**config.mk**
```make
export PLATFORM = sky130hd
export DESIGN_NAME = temperature_batch_statistics_unit
export DESIGN_NICKNAME = d
export VERILOG_FILES = /design/src/rtl/tbs_pkg.sv /design/src/rtl/tbs_front.sv /design/src/rtl/tbs_queue.sv /design/src/rtl/tbs_back.sv /design/src/rtl/temperature_batch_statistics_unit.sv
export SDC_FILE = /design/constraint.sdc
export NUM_CORES = 1
export LEC_CHECK = 0
export BUFFER_PORTS_ARGS = -buffer_cell sky130_fd_sc_hd__buf_4
export CORE_ASPECT_RATIO = 0.8
export CORE_UTILIZATION = 55
export CTS_CLUSTER_SIZE = 8
export DETAILED_ROUTE_END_ITERATION = 16
export PLACE_DENSITY = 0.73
export SYNTH_ARGS = -nofsm -noshare
export SYNTH_HDL_FRONTEND = slang
export SYNTH_SLANG_ARGS = --single-unit
export TNS_END_PERCENT = 50
```
**constraint.sdc**
```tcl
create_clock -name aclk -period 7.8 [get_ports aclk]
set_clock_uncertainty 0.1 [all_clocks]
set_input_delay 0 -clock aclk [delete_from_list [all_inputs] [get_ports aclk]]
set_output_delay 0 -clock aclk [all_outputs]
set_load 0.02 [all_outputs]
```
**src/rtl/tbs_pkg.sv**
```systemverilog
// ----------------------------------------------------------------------------
// tbs_pkg
// Shared constants, types and helpers for the temperature batch statistics unit.
// ----------------------------------------------------------------------------
package tbs_pkg;

    localparam int MAX_READINGS = 1024;
    localparam int CNT_CAP      = (MAX_READINGS < 2047) ? MAX_READINGS : 2047;

    localparam int SAMPLE_W = 16;
    localparam int CNT_W    = 11;
    localparam int SUM_W    = 25;
    localparam int AVG_W    = 15;
    localparam int IDX_W    = 10;
    localparam int CFG_AW   = 2;

    localparam logic [CNT_W-1:0] CNT_LIMIT = CNT_W'(CNT_CAP);

    localparam int QUEUE_DEPTH = 4;
    localparam int QUEUE_AW    = 2;

    localparam int DIV_STEPS = SUM_W;
    localparam int DIV_CW    = 5;

    localparam int S_TDATA_W = 16;
    localparam int M_TDATA_W = 136;

    localparam logic signed [SAMPLE_W-1:0] ALERT_LEVEL_RST    = 16'sd720;
    localparam logic signed [SAMPLE_W-1:0] NORMAL_LIMIT_RST   = 16'sd464;
    localparam logic signed [SAMPLE_W-1:0] WARNING_LIMIT_RST  = 16'sd704;
    localparam logic signed [SAMPLE_W-1:0] CRITICAL_LIMIT_RST = 16'sd944;

    typedef enum logic [CFG_AW-1:0] {
        CFG_ALERT_LEVEL,
        CFG_NORMAL_LIMIT,
        CFG_WARNING_LIMIT,
        CFG_CRITICAL_LIMIT
    } cfg_idx_t;

    typedef enum logic [1:0] {
        BAND_NORMAL,
        BAND_WARNING,
        BAND_CRITICAL,
        BAND_SHUTDOWN
    } band_t;

    typedef enum logic [1:0] {
        ST_ACCUM,
        ST_DIVIDE,
        ST_LOAD
    } back_state_t;

    // classified reading, as queued between front and back
    typedef struct packed {
        logic signed [SAMPLE_W-1:0] value;
        logic                       last;
        logic                       positive;
        logic                       nonneg;
        band_t                      band;
        logic                       alert_hit;
    } item_t;

    typedef struct packed {
        logic [QUEUE_AW:0] level;
        logic              empty;
        logic              full;
    } queue_stat_t;

    // first member is the most significant: min_reading lands in the lowest bits
    typedef struct packed {
        logic [CNT_W-1:0]           shutdown_count;
        logic [CNT_W-1:0]           critical_count;
        logic [CNT_W-1:0]           warning_count;
        logic [CNT_W-1:0]           normal_count;
        logic signed [SAMPLE_W-1:0] alert_value;
        logic [IDX_W-1:0]           alert_index;
        logic                       alert_found;
        logic [CNT_W-1:0]           skipped_count;
        logic                       no_valid_flag;
        logic [AVG_W-1:0]           average_reading;
        logic signed [SAMPLE_W-1:0] max_reading;
        logic signed [SAMPLE_W-1:0] min_reading;
    } result_t;

    localparam int RESULT_W = $bits(result_t);

    function automatic logic [CNT_W-1:0] sat_inc(input logic [CNT_W-1:0] c);
        return (c < CNT_LIMIT) ? c + 1'b1 : c;
    endfunction

endpackage

```
**src/rtl/tbs_front.sv**
```systemverilog
// ----------------------------------------------------------------------------
// tbs_front
// Holds the limit registers and classifies each incoming beat.
// ----------------------------------------------------------------------------
module tbs_front (
    input  logic                          aclk,
    input  logic                          aresetn,
    input  logic                          cfg_we,
    input  logic [tbs_pkg::CFG_AW-1:0]    cfg_addr,
    input  logic [tbs_pkg::SAMPLE_W-1:0]  cfg_wdata,
    input  logic [tbs_pkg::S_TDATA_W-1:0] s_tdata,
    input  logic                          s_tlast,
    input  logic                          s_tvalid,
    output logic                          s_tready,
    input  logic                          queue_full,
    output logic                          push,
    output tbs_pkg::item_t                item
);
    import tbs_pkg::*;

    logic signed [SAMPLE_W-1:0] alert_level_reg;
    logic signed [SAMPLE_W-1:0] normal_limit_reg;
    logic signed [SAMPLE_W-1:0] warning_limit_reg;
    logic signed [SAMPLE_W-1:0] critical_limit_reg;
    logic signed [SAMPLE_W-1:0] r;

    always_ff @(posedge aclk) begin
        if (!aresetn) begin
            alert_level_reg    <= ALERT_LEVEL_RST;
            normal_limit_reg   <= NORMAL_LIMIT_RST;
            warning_limit_reg  <= WARNING_LIMIT_RST;
            critical_limit_reg <= CRITICAL_LIMIT_RST;
        end else if (cfg_we) begin
            unique case (cfg_idx_t'(cfg_addr))
                CFG_ALERT_LEVEL:    alert_level_reg    <= cfg_wdata;
                CFG_NORMAL_LIMIT:   normal_limit_reg   <= cfg_wdata;
                CFG_WARNING_LIMIT:  warning_limit_reg  <= cfg_wdata;
                CFG_CRITICAL_LIMIT: critical_limit_reg <= cfg_wdata;
                default: ;
            endcase
        end
    end

    assign s_tready = !queue_full;
    assign push     = s_tvalid && s_tready;
    assign r        = s_tdata[SAMPLE_W-1:0];

    always_comb begin
        item.value     = r;
        item.last      = s_tlast;
        item.positive  = (r > 16'sd0);
        item.nonneg    = !r[SAMPLE_W-1];
        item.alert_hit = (r >= alert_level_reg);
        // limits are tested in order, whatever order they were written in
        priority if (r <= normal_limit_reg)   item.band = BAND_NORMAL;
        else if (r <= warning_limit_reg)      item.band = BAND_WARNING;
        else if (r <= critical_limit_reg)     item.band = BAND_CRITICAL;
        else                                  item.band = BAND_SHUTDOWN;
    end

endmodule

```
**src/rtl/tbs_queue.sv**
```systemverilog
// ----------------------------------------------------------------------------
// tbs_queue
// Short FIFO of classified readings between front and back.
// ----------------------------------------------------------------------------
module tbs_queue (
    input  logic                 aclk,
    input  logic                 aresetn,
    input  logic                 push,
    input  tbs_pkg::item_t       wr_item,
    input  logic                 pop,
    output tbs_pkg::item_t       rd_item,
    output tbs_pkg::queue_stat_t stat
);
    import tbs_pkg::*;

    item_t             q_mem [QUEUE_DEPTH];
    logic [QUEUE_AW:0] wr_ptr_reg;
    logic [QUEUE_AW:0] rd_ptr_reg;

    always_ff @(posedge aclk) begin
        if (!aresetn) begin
            wr_ptr_reg <= '0;
            rd_ptr_reg <= '0;
        end else begin
            if (push) wr_ptr_reg <= wr_ptr_reg + 1'b1;
            if (pop)  rd_ptr_reg <= rd_ptr_reg + 1'b1;
        end
    end

    always_ff @(posedge aclk) begin
        if (push) q_mem[wr_ptr_reg[QUEUE_AW-1:0]] <= wr_item;
    end

    assign rd_item    = q_mem[rd_ptr_reg[QUEUE_AW-1:0]];
    assign stat.level = wr_ptr_reg - rd_ptr_reg;
    assign stat.empty = (stat.level == '0);
    assign stat.full  = (stat.level == (QUEUE_AW+1)'(QUEUE_DEPTH));

endmodule

```
**src/rtl/tbs_back.sv**
```systemverilog
// ----------------------------------------------------------------------------
// tbs_back
// Batch accumulators, serial average divider and result output register.
// ----------------------------------------------------------------------------
module tbs_back (
    input  logic                          aclk,
    input  logic                          aresetn,
    input  tbs_pkg::item_t                q_item,
    input  tbs_pkg::queue_stat_t          q_stat,
    output logic                          pop,
    output logic [tbs_pkg::M_TDATA_W-1:0] m_tdata,
    output logic                          m_tvalid,
    input  logic                          m_tready
);
    import tbs_pkg::*;

    back_state_t state_reg, state_next;

    logic signed [SAMPLE_W-1:0] min_reg, min_next;
    logic signed [SAMPLE_W-1:0] max_reg, max_next;
    logic [SUM_W-1:0]           sum_reg, sum_next;
    logic [CNT_W-1:0]           total_reg, total_next;
    logic [CNT_W-1:0]           err_reg, err_next;
    logic [CNT_W-1:0]           pos_reg, pos_next;
    logic                       aseen_reg, aseen_next;
    logic [IDX_W-1:0]           apos_reg, apos_next;
    logic signed [SAMPLE_W-1:0] aval_reg, aval_next;
    logic [CNT_W-1:0]           band_reg [4];
    logic [CNT_W-1:0]           band_next [4];

    logic [SUM_W:0]             sum_wide;
    logic                       none_c;
    result_t                    snap_c;
    result_t                    res_reg;
    result_t                    out_res_c;
    result_t                    out_reg;
    logic                       out_valid_reg;

    logic [SUM_W-1:0]           quo_reg;
    logic [CNT_W-1:0]           rem_reg;
    logic [CNT_W-1:0]           dsr_reg;
    logic [DIV_CW-1:0]          cnt_reg;
    logic [CNT_W+1:0]           diff_c;
    logic [CNT_W:0]             trial_c;
    logic [AVG_W-1:0]           avg_c;

    logic take_last;
    logic div_step;
    logic load_out;

    // ---------------- per-beat update ----------------
    always_comb begin
        min_next   = min_reg;
        max_next   = max_reg;
        sum_next   = sum_reg;
        total_next = total_reg;
        err_next   = err_reg;
        aseen_next = aseen_reg;
        apos_next  = apos_reg;
        aval_next  = aval_reg;
        sum_wide   = {1'b0, sum_reg} + {{(SUM_W+1-SAMPLE_W){1'b0}}, q_item.value};

        if (q_item.positive) begin
            if (total_reg == '0 || q_item.value < min_reg) min_next = q_item.value;
            if (total_reg == '0 || q_item.value > max_reg) max_next = q_item.value;
            if (total_reg < CNT_LIMIT) begin
                sum_next   = sum_wide[SUM_W] ? '1 : sum_wide[SUM_W-1:0];
                total_next = total_reg + 1'b1;
            end
        end else begin
            err_next = sat_inc(err_reg);
        end

        if (!aseen_reg && q_item.alert_hit) begin
            aseen_next = 1'b1;
            apos_next  = pos_reg[IDX_W] ? '1 : pos_reg[IDX_W-1:0];
            aval_next  = q_item.value;
        end

        for (int i = 0; i < 4; i++) begin
            band_next[i] = band_reg[i];
            if (q_item.nonneg && q_item.band == band_t'(i)) band_next[i] = sat_inc(band_reg[i]);
        end

        pos_next = sat_inc(pos_reg);
    end

    // result fields other than the average, taken from the final update
    always_comb begin
        none_c                = (total_next == '0);
        snap_c.min_reading    = none_c ? '0 : min_next;
        snap_c.max_reading    = none_c ? '0 : max_next;
        snap_c.average_reading = '0;
        snap_c.no_valid_flag  = none_c;
        snap_c.skipped_count  = err_next;
        snap_c.alert_found    = aseen_next;
        snap_c.alert_index    = apos_next;
        snap_c.alert_value    = aval_next;
        snap_c.normal_count   = band_next[BAND_NORMAL];
        snap_c.warning_count  = band_next[BAND_WARNING];
        snap_c.critical_count = band_next[BAND_CRITICAL];
        snap_c.shutdown_count = band_next[BAND_SHUTDOWN];
    end

    // ---------------- control ----------------
    always_comb begin
        state_next = state_reg;
        unique case (state_reg)
            ST_ACCUM:  if (!q_stat.empty && q_item.last) state_next = ST_DIVIDE;
            ST_DIVIDE: if (cnt_reg == '0) state_next = ST_LOAD;
            ST_LOAD:   if (!out_valid_reg || m_tready) state_next = ST_ACCUM;
            default:   state_next = ST_ACCUM;
        endcase
    end

    always_comb begin
        pop      = 1'b0;
        div_step = 1'b0;
        load_out = 1'b0;
        unique case (state_reg)
            ST_ACCUM:  pop      = !q_stat.empty;
            ST_DIVIDE: div_step = 1'b1;
            ST_LOAD:   load_out = !out_valid_reg || m_tready;
            default: ;
        endcase
    end

    assign take_last = pop && q_item.last;

    always_ff @(posedge aclk) begin
        if (!aresetn) begin
            state_reg <= ST_ACCUM;
        end else begin
            state_reg <= state_next;
        end
    end

    always_ff @(posedge aclk) begin
        if (!aresetn || take_last) begin
            min_reg   <= '0;
            max_reg   <= '0;
            sum_reg   <= '0;
            total_reg <= '0;
            err_reg   <= '0;
            pos_reg   <= '0;
            aseen_reg <= 1'b0;
            apos_reg  <= '0;
            aval_reg  <= '0;
            for (int i = 0; i < 4; i++) band_reg[i] <= '0;
        end else if (pop) begin
            min_reg   <= min_next;
            max_reg   <= max_next;
            sum_reg   <= sum_next;
            total_reg <= total_next;
            err_reg   <= err_next;
            pos_reg   <= pos_next;
            aseen_reg <= aseen_next;
            apos_reg  <= apos_next;
            aval_reg  <= aval_next;
            for (int i = 0; i < 4; i++) band_reg[i] <= band_next[i];
        end
    end

    // ---------------- restoring divider, one quotient bit per cycle ----------------
    assign trial_c = {rem_reg, quo_reg[SUM_W-1]};
    assign diff_c  = {1'b0, trial_c} - {2'b00, dsr_reg};

    always_ff @(posedge aclk) begin
        if (!aresetn) begin
            cnt_reg <= '0;
        end else if (take_last) begin
            cnt_reg <= DIV_CW'(DIV_STEPS - 1);
        end else if (div_step && cnt_reg != '0) begin
            cnt_reg <= cnt_reg - 1'b1;
        end
    end

    always_ff @(posedge aclk) begin
        if (take_last) begin
            res_reg <= snap_c;
            quo_reg <= sum_next;
            dsr_reg <= total_next;
            rem_reg <= '0;
        end else if (div_step) begin
            if (!diff_c[CNT_W+1]) begin
                rem_reg <= diff_c[CNT_W-1:0];
                quo_reg <= {quo_reg[SUM_W-2:0], 1'b1};
            end else begin
                rem_reg <= trial_c[CNT_W-1:0];
                quo_reg <= {quo_reg[SUM_W-2:0], 1'b0};
            end
        end
    end

    // ---------------- output register ----------------
    always_comb begin
        if (res_reg.no_valid_flag) avg_c = '0;
        else if (|quo_reg[SUM_W-1:AVG_W]) avg_c = '1;
        else avg_c = quo_reg[AVG_W-1:0];
        out_res_c                 = res_reg;
        out_res_c.average_reading = avg_c;
    end

    always_ff @(posedge aclk) begin
        if (!aresetn) begin
            out_valid_reg <= 1'b0;
        end else if (load_out) begin
            out_valid_reg <= 1'b1;
        end else if (m_tready) begin
            out_valid_reg <= 1'b0;
        end
    end

    always_ff @(posedge aclk) begin
        if (load_out) out_reg <= out_res_c;
    end

    assign m_tvalid = out_valid_reg;
    assign m_tdata  = {{(M_TDATA_W-RESULT_W){1'b0}}, out_reg};

endmodule

```
**src/rtl/temperature_batch_statistics_unit.sv**
```systemverilog
// ----------------------------------------------------------------------------
// temperature_batch_statistics_unit
// Min, max, average, first alert and band counts over batches of readings.
// ----------------------------------------------------------------------------
// Readings enter one beat per cycle while the four-entry queue between the
// classifying front and the accumulating back has room; while accumulating, the
// back takes one queued reading per cycle. On the beat marked tlast the back
// snapshots the batch, clears its accumulators and runs a restoring divider
// on the 25-bit sum for the average, then loads the output register. During
// the division the front keeps filling the queue until it holds four
// readings, after which s_tready drops. A result waiting in the output
// register holds the back only when the next batch is ready to load; until
// then new readings keep flowing. Limit registers are written through cfg_we /
// cfg_addr / cfg_wdata and should change only while the unit is idle.
module temperature_batch_statistics_unit (
    input  logic                          aclk,
    input  logic                          aresetn,
    input  logic                          cfg_we,
    input  logic [tbs_pkg::CFG_AW-1:0]    cfg_addr,
    input  logic [tbs_pkg::SAMPLE_W-1:0]  cfg_wdata,
    // s_tdata: reading_value[15:0]
    input  logic [tbs_pkg::S_TDATA_W-1:0] s_tdata,
    input  logic                          s_tlast,
    input  logic                          s_tvalid,
    output logic                          s_tready,
    // m_tdata: min_reading[15:0], max_reading[31:16], average_reading[46:32],
    // no_valid_flag[47], skipped_count[58:48], alert_found[59],
    // alert_index[69:60], alert_value[85:70], normal_count[96:86],
    // warning_count[107:97], critical_count[118:108], shutdown_count[129:119],
    // zero[135:130]
    output logic [tbs_pkg::M_TDATA_W-1:0] m_tdata,
    output logic                          m_tvalid,
    input  logic                          m_tready
);
    import tbs_pkg::*;

    item_t       front_item;
    item_t       q_item;
    queue_stat_t q_stat;
    logic        push;
    logic        pop;
    result_t     m_view;

    tbs_front u_front (
        .aclk       (aclk),
        .aresetn    (aresetn),
        .cfg_we     (cfg_we),
        .cfg_addr   (cfg_addr),
        .cfg_wdata  (cfg_wdata),
        .s_tdata    (s_tdata),
        .s_tlast    (s_tlast),
        .s_tvalid   (s_tvalid),
        .s_tready   (s_tready),
        .queue_full (q_stat.full),
        .push       (push),
        .item       (front_item)
    );

    tbs_queue u_queue (
        .aclk    (aclk),
        .aresetn (aresetn),
        .push    (push),
        .wr_item (front_item),
        .pop     (pop),
        .rd_item (q_item),
        .stat    (q_stat)
    );

    tbs_back u_back (
        .aclk     (aclk),
        .aresetn  (aresetn),
        .q_item   (q_item),
        .q_stat   (q_stat),
        .pop      (pop),
        .m_tdata  (m_tdata),
        .m_tvalid (m_tvalid),
        .m_tready (m_tready)
    );

    assign m_view = m_tdata[RESULT_W-1:0];

    a_queue_bound: assert property (@(posedge aclk) disable iff (!aresetn)
        q_stat.level <= (QUEUE_AW+1)'(QUEUE_DEPTH))
        else $error("queue level beyond depth");

    a_pop_nonempty: assert property (@(posedge aclk) disable iff (!aresetn)
        pop |-> !q_stat.empty)
        else $error("pop from empty queue");

    a_none_zero: assert property (@(posedge aclk) disable iff (!aresetn)
        m_tvalid && m_view.no_valid_flag |->
            m_view.min_reading == '0 && m_view.max_reading == '0 &&
            m_view.average_reading == '0)
        else $error("empty batch with nonzero statistics");

    a_valid_order: assert property (@(posedge aclk) disable iff (!aresetn)
        m_tvalid && !m_view.no_valid_flag |->
            m_view.min_reading > 16'sd0 && m_view.min_reading <= m_view.max_reading)
        else $error("min/max out of order");

    a_no_alert: assert property (@(posedge aclk) disable iff (!aresetn)
        m_tvalid && !m_view.alert_found |->
            m_view.alert_index == '0 && m_view.alert_value == '0)
        else $error("alert fields set without alert");

endmodule

```
==> metrics.md, run 1 <==
| Metric | Value |
|---|---|
| Status | `completed` |
| DRC | `0` |
| Distinct cells, synth | `84` |
| WL/cell | `18.3 um` |
| I/O Buffers | `171` |
| Syn avg cell area | `11.3 um^2` |
| Slew headroom | `19.2%` |
| Starting density of the core | `between 50% and 60%` |
| Vias in the first global route | `19200` |
| Cell taking the most area after synthesis | `edfxtp_1` |
| Most common cell after layout, fill and taps aside | `edfxtp_1` |
| Min-delay worst type | `in2reg` |
| DIE HEIGHT | `between 200 and 250 um` |
| Clock-pin slew on the worst setup and hold paths | `0.05 ns` |
| Power density over the cells | `417 mW/mm^2` |
| Critical path arrival | `roughly 4.9 ns` |
| Sequential area share after synthesis | `58.4%` |
| Fin crit period | `4.55 ns` |
| Routed Antenna Nets | `0` |
| Synthesized flop and latch total | `621` |
| HPWL Detailed | `41400 um` |
| Area grow syn2layout | `17.2%` |
| Ant. Diodes | `0` |
| Deepest clock path buffer count | `3` |
| Fin Hold WS | `just over 0.1 ns` |
| Syn Inst Count | `2505` |
| Max FFs per register | `130` |
| CTS Root Cell | `clkbuf_16` |
| CP Class | `reg2reg` |
| Fin worst setup slack | `3.25 ns` |
| Ys async rst share | `0%` |
| Nets | `between 2000 and 3000` |
| Hold endpoint | `u_queue.q_mem[3][5]` |
| TritonCTS buffer count | `87` |
| Worst Path Max Fanout | `50` |
| RSZ-0062 raised after global routing | `no` |
| First-pass GRT wire length | `101000 um` |
| Hold Path Depth | `2` |
| Worst Tran Pin Value | `1.21 ns` |
| Chip Width | `256 um` |
| Peak supply drop | `274 uV` |
| Placed cell areas | `0.0302 mm^2` |
| Lkg Pwr | `between 10 and 15 nW` |
| Area fraction of the dominant cell type after synthesis | `43.8%` |
| Final instance area | `0.0332 mm^2` |
| CP startpoint kind | `flip-flop` |
| Crit end category | `flip-flop` |
| Largest cells by area after synthesis | `edfxtp_1, dfxtp_1, ha_1, nand2_1, nor2_1` |
| Critical Path RT | `8.17 ns` |
| Pin count of the biggest net entering global routing | `84` |
| GRT Util Overall | `24.3%` |
| Detailed Routing Iterations Pass 1 | `5` |
| Total grt overflow | `0` |
| Setup TNS | `0 ns` |
| Post-CTS setup buffer count | `0` |
| Most frequent cells in the layout | `edfxtp_1, nand2_1, nor2_1, dfxtp_1, buf_4` |
| Top FF cell, synth | `edfxtp_1` |
| R2r setup slk | `3.25 ns` |
| Via count | `19800` |
| Vias per cell | `5.72` |
| Share of cells above drive strength 1 | `13.6%` |
| EDFF count, synth | `slightly above 400` |
| Core area | `around 0.051 mm^2` |
| I/O pin count | `178` |
| Num Clock Sinks | `621` |
| Post-Syn Area | `0.0283 mm^2` |
| Later-pin clock latency in the skew report | `0.63 ns` |
| Final period utilization | `between 50% and 60%` |
| Cell row count | `74` |
| Fin. Hold Viols | `0` |
| Hold Path Origin | `s_tlast` |
| CTS tree | `built` |
| CTS H-tree depth | `3` |
| R2R Path End | `u_back.quo_reg[20]` |
| DP Worst Slack | `3.32 ns` |
| Final setup violation count | `0` |
| Final Max Slew Viols | `0` |
| Highest achievable clock rate | `between 0.2 and 0.25 GHz` |
| FF-to-FF path depth | `9` |
| 1st-iter DRT viols | `between 1000 and 1500` |
| Max cap viols | `0` |
| Initial antenna violation count | `0` |
| Placer Congestion | `0.888` |
| Overall die area | `roughly 0.052 mm^2` |
| Fillcell total | `3833` |
| Yosys warns | `0` |
| Routed wire length | `63600 um` |
[synth_stat cells, types with 10 or more instances]
cell	number
edfxtp_1	413
inv_1	140
nor4_1	11
o21ai_0	98
a32oi_1	17
clkbuf_1	84
nor2_1	224
mux2_2	37
buf_2	14
nand4_1	33
xnor2_1	66
nand2b_1	15
o31ai_1	18
o21ai_1	15
ha_1	139
nor3_1	51
nand3_1	95
nand2_1	272
a21boi_0	52
dfxtp_1	208
o211ai_1	27
mux2i_1	24
nor2b_1	41
xor2_1	46
and3_1	44
mux4_2	21
and2_1	10
a21o_1	15
o21a_1	21
a211oi_1	15
buf_1	14
a21oi_1	96
[power breakdown]
group / total, W / switching (W) / internal [W]
sequential: 0.00537 / 0.000482 / 0.00488
clock: 0.00350 / 0.00137 / 0.00213
combinational: 0.00498 / 0.00330 / 0.00168
[metal layers]
layer  vias up  part of all wire [%]  routed length [um]  track usage, %
met1      9630                    46               29000            33.7
met2       631                    47               29800            39.1
li1       9464                     -                   -               -
met3       108                   5.6                3590            4.37
met5         -                     0                   0               0
met4         0                   2.0                1280            7.36
[worst max-delay path by stage]
stage          slack (ns)           startpoint  depth (start not counted)                  to
6_report             3.25            flip-flop                          9  u_back.quo_reg[20]
5_1_grt              2.90            flip-flop                          9  u_back.quo_reg[24]
4_1_cts              3.23            flip-flop                          9  u_back.quo_reg[24]
3_5_place_dp         3.32            flip-flop                          9  u_back.quo_reg[24]
3_3_place_gp         3.42            flip-flop                          9  u_back.quo_reg[24]
2_1_floorplan        0.82  u_back.state_reg[0]                          2   u_back.m_tdata[0]
[per-stage QoR]
stage / util (%) / cells / total power (W)
5_1_grt: 65.2 / 3469 / 0.0147
6_report: 65.2 / 3469 / 0.0138
2_1_floorplan: - / 2510 / 0.00892
4_1_cts: 65.2 / 3469 / 0.0139
3_3_place_gp: 59.3 / 3265 / 0.0102
3_5_place_dp: 59.3 / 3265 / 0.0103
[worst max-delay path, stage by stage (launching register included)]
cell      delay [ns]
dfxtp_1         1.12
mux4_2          0.39
buf_4           0.46
nor2b_1         0.75
buf_4           0.34
nand3_1         0.09
a21oi_1         0.35
o211ai_1        0.26
or3_1           0.37
a31oi_1         0.16
[layout make-up]
cell class	count	area [um^2]	area share, %
clock inverters	4	88.8	0.267
well taps	684	856	2.58
multi-input cells	1625	10800	32.4
flip-flops and latches	621	16600	49.9
repair buffers	241	1930	5.80
clock buffers	153	2470	7.43
inverters	141	534	1.61
[repair_timing]
item                      4_1_cts  5_1_grt
resized for setup               0        0
hold buffers                   47        0
hold endpoints to repair      219        0
[cells by family after synthesis]
group           Yosys count  share of synthesized area [%]
flops                   621                           58.4
xor+xnor                112                           3.46
compound gates          439                           10.2
other cells               1                         0.0132
simple gates            845                           13.9
fa+ha+maj               141                           6.28
mux                      82                           3.99
buf+inv                 264                           3.75
Note: power is estimated with default switching activity, not from simulation.
==> run 2, diff against run 1 <==
- PLACE_DENSITY: 0.73 -> 0.76
- clock period: 7.8 -> 4 ns (I/O delays scaled with it)
==> run 2 against run 1 <==
Clock-buffer cell count fell by 4; sequential share of layout area fell by 0.51 points; routed wire length rose by 3.1%; fmax rose by 20%; total power rose by 99%; critical path depth rose by 1; final cell count rose by 1.1%; utilization rose by 0.68 points; setup slack got worse by 3.0 ns; clock power rose by 94%; sequential power rose by 94%; global-route usage rose by 0.71 points.
==> metrics.md, run 2 (same netlist as run 1, synthesis figures left out) <==
| Metric | Value |
|---|---|
| Status | `completed` |
| Sw Share | `37.4% (+0.21 points)` |
| R2R Path End | `u_back.sum_reg[0]` |
| Routed Antenna Nets | `0 (unchanged)` |
| Critical path's largest stage delay | `0.56 ns (-0.56 ns)` |
| Max cap viols | `0 (unchanged)` |
| Critical Path RT | `4.42 ns (-3.75 ns)` |
| WL/cell | `18.7 um (+2.0%)` |
| Fin crit period | `3.79 ns (-0.763 ns)` |
| Deepest clock path buffer count | `3 (unchanged)` |
| Fin. Hold Viols | `0 (unchanged)` |
| Vias per cell | `5.76 (+0.77%)` |
| Crit end category | `flip-flop` |
| DRC | `0 (unchanged)` |
| Reg power frac | `37.9% (-0.8 points)` |
| First-pass GRT wire length | `104000 um (+2.6%)` |
| Area grow syn2layout | `18.4%` |
| Critical path arrival | `4.21 ns (-0.71 ns)` |
| Core area | `0.0509 mm^2 (unchanged)` |
| DIE HEIGHT | `205 um (unchanged)` |
| Layout Cells excl Fill | `3507 (+1.1%)` |
| Int Power | `0.0172 W (+98%)` |
| Hold Path Depth | `4 (+2)` |
| Routed wire length | `65600 um (+3.1%)` |
| HPWL Detailed | `43500 um (+5.1%)` |
| Num Clock Sinks | `621 (unchanged)` |
| Detailed Routing Iterations Pass 1 | `6 (+1)` |
| Most common cell after layout, fill and taps aside | `edfxtp_1` |
| Critical Path, Cell by Cell | `buf_4 > mux4_2 > ha_1 > a21oi_1 > o211ai_1 > a221oi_1 > nand2_1 > a31o_2 > or2_2 > o221a_2` |
| I/O Buffers | `171 (unchanged)` |
| Clock-pin slew on the worst setup and hold paths | `0.05 ns (about the same)` |
| Worst Path Max Fanout | `17 (-66%)` |
| Total grt overflow | `0 (unchanged)` |
| Most frequent cells in the layout | `edfxtp_1, nand2_1, buf_4, nor2_1, dfxtp_1` |
| Nets | `2937 (+1.3%)` |
| Share of cells above drive strength 1 | `14.9% (+1.4 points)` |
| RSZ-0062 raised after global routing | `yes` |
| Vias in the first global route | `19800 (+3.5%)` |
| Ant. Diodes | `0 (unchanged)` |
| Pin count of the biggest net entering global routing | `153 (+82%)` |
| Lkg Pwr | `12.5 nW (+1.7%)` |
| Power density over the cells | `821 mW/mm^2 (+97%)` |
| R2r setup slk | `0.21 ns (-3.04 ns)` |
| I/O pin count | `178 (unchanged)` |
| TritonCTS buffer count | `87 (unchanged)` |
| 1st-iter DRT viols | `1520 (+18%)` |
| CTS Root Cell | `clkbuf_16` |
| Placed cell count | `3304 (+1.2%)` |
| Starting density of the core | `55.7% (unchanged)` |
| Final period utilization | `94.7% (+36 points)` |
| Final Max Slew Viols | `0 (unchanged)` |
| Hold Path Origin | `cfg_wdata[4]` |
| CP startpoint kind | `flip-flop` |
| Combinational share of power | `37.5% (+1.5 points)` |
| Peak supply drop | `696 uV (+150%)` |
| Switch Pwr | `0.0103 W (+100%)` |
| Initial antenna violation count | `0 (unchanged)` |
| Later-pin clock latency in the skew report | `0.64 ns (about the same)` |
| CTS H-tree depth | `3 (unchanged)` |
| CP max stage cell | `mux4_2` |
| GRT Util Overall | `25.0% (+0.71 points)` |
| Clock share of power | `24.6% (-0.7 points)` |
| Fin worst setup slack | `0.212 ns (-3.04 ns)` |
| FF-to-FF path depth | `10 (+1)` |
| Placer Congestion | `0.888 (about the same)` |
| CTS tree | `built` |
| Cell row count | `74 (unchanged)` |
| Final setup violation count | `0 (unchanged)` |
| Via count | `20200 (+1.9%)` |
| DP Worst Slack | `0.286 ns (-3.03 ns)` |
| CP Class | `reg2reg` |
| Min-delay worst type | `in2reg` |
| Chip Width | `256 um (unchanged)` |
| Highest achievable clock rate | `0.264 GHz (+20%)` |
| Overall die area | `0.0524 mm^2 (unchanged)` |
| Slew headroom | `29.7% (+10 points)` |
| Worst Tran Pin Value | `1.05 ns (-0.156 ns)` |
| Hold endpoint | `u_front.critical_limit_reg[4]` |
| Max FFs per register | `130 (unchanged)` |
-- run 2: worst max-delay path by stage --
stage	from	end	slack, ns	depth (start not counted)
floorplan	flip-flop	u_back.out_res_c[23]	-0.18	12
global placement	flip-flop	u_back.sum_reg[1]	0.37	10
detailed placement	flip-flop	u_back.out_res_c[18]	0.29	11
CTS	flip-flop	u_back.sum_reg[0]	0.24	10
global route	flip-flop	u_back.quo_reg[24]	-0.006	10
finish	flip-flop	u_back.sum_reg[0]	0.21	10
-- run 2: timing repair --
item,in CTS,in global routing
setup buffers,0,2
hold endpoints to repair,224,0
hold buffers,45,0
endpoints found under the setup margin,0,24
resized for setup,0,5
-- run 2: final cells by class --
class | instances | area, um^2
multi-input cells | 1625 | 10800
clock inverters | 7 | 133
fillers | 3767 | 17400
flip-flops and latches | 621 | 16600
clock buffers | 149 | 2410
inverters | 141 | 534
repair buffers | 280 | 2280
well taps | 684 | 856
-- run 2: layer usage --
metal / wire [um] / vias up / global-route usage (%)
li1: - / 9555 / -
met1: 27800 / 9713 / 33.5
met2: 31000 / 804 / 40.8
met3: 5170 / 133 / 4.95
met4: 1590 / 0 / 8.45
met5: 0 / - / 0
-- run 2: metrics by stage --
step / instance area [um^2] / hold WS, ns / setup TNS [ns] / total power, W / util, %
global route: 33600 / 0.113 / -0.0108 / 0.0291 / 65.9
detailed placement: 30500 / 0.110 / 0 / 0.0206 / 60.0
global placement: 30500 / 0.110 / 0 / 0.0202 / 60.0
CTS: 33500 / 0.0688 / 0 / 0.0275 / 65.9
floorplan: 28400 / -0.00113 / -1.49 / 0.0173 / -
finish: 33600 / 0.109 / 0 / 0.0275 / 65.9
-- run 2: power groups by stage --
stage | sequential, W | clock, W | combinational, W
2_1_floorplan | 0.0103 | 0 | 0.00694
3_3_place_gp | 0.0105 | 0 | 0.00978
3_5_place_dp | 0.0105 | 0 | 0.0101
4_1_cts | 0.0104 | 0.00691 | 0.0102
5_1_grt | 0.0106 | 0.00717 | 0.0113
6_report | 0.0104 | 0.00679 | 0.0103
-- run 2: worst max-delay path, delay by kind of cell (launching register included) --
family / cells / cell delay (ns)
compound gates: 5 / 1.49
mux: 1 / 0.56
simple gates: 2 / 0.55
fa+ha+maj: 1 / 0.38
flops: 1 / 0.35
buf+inv: 1 / 0.26
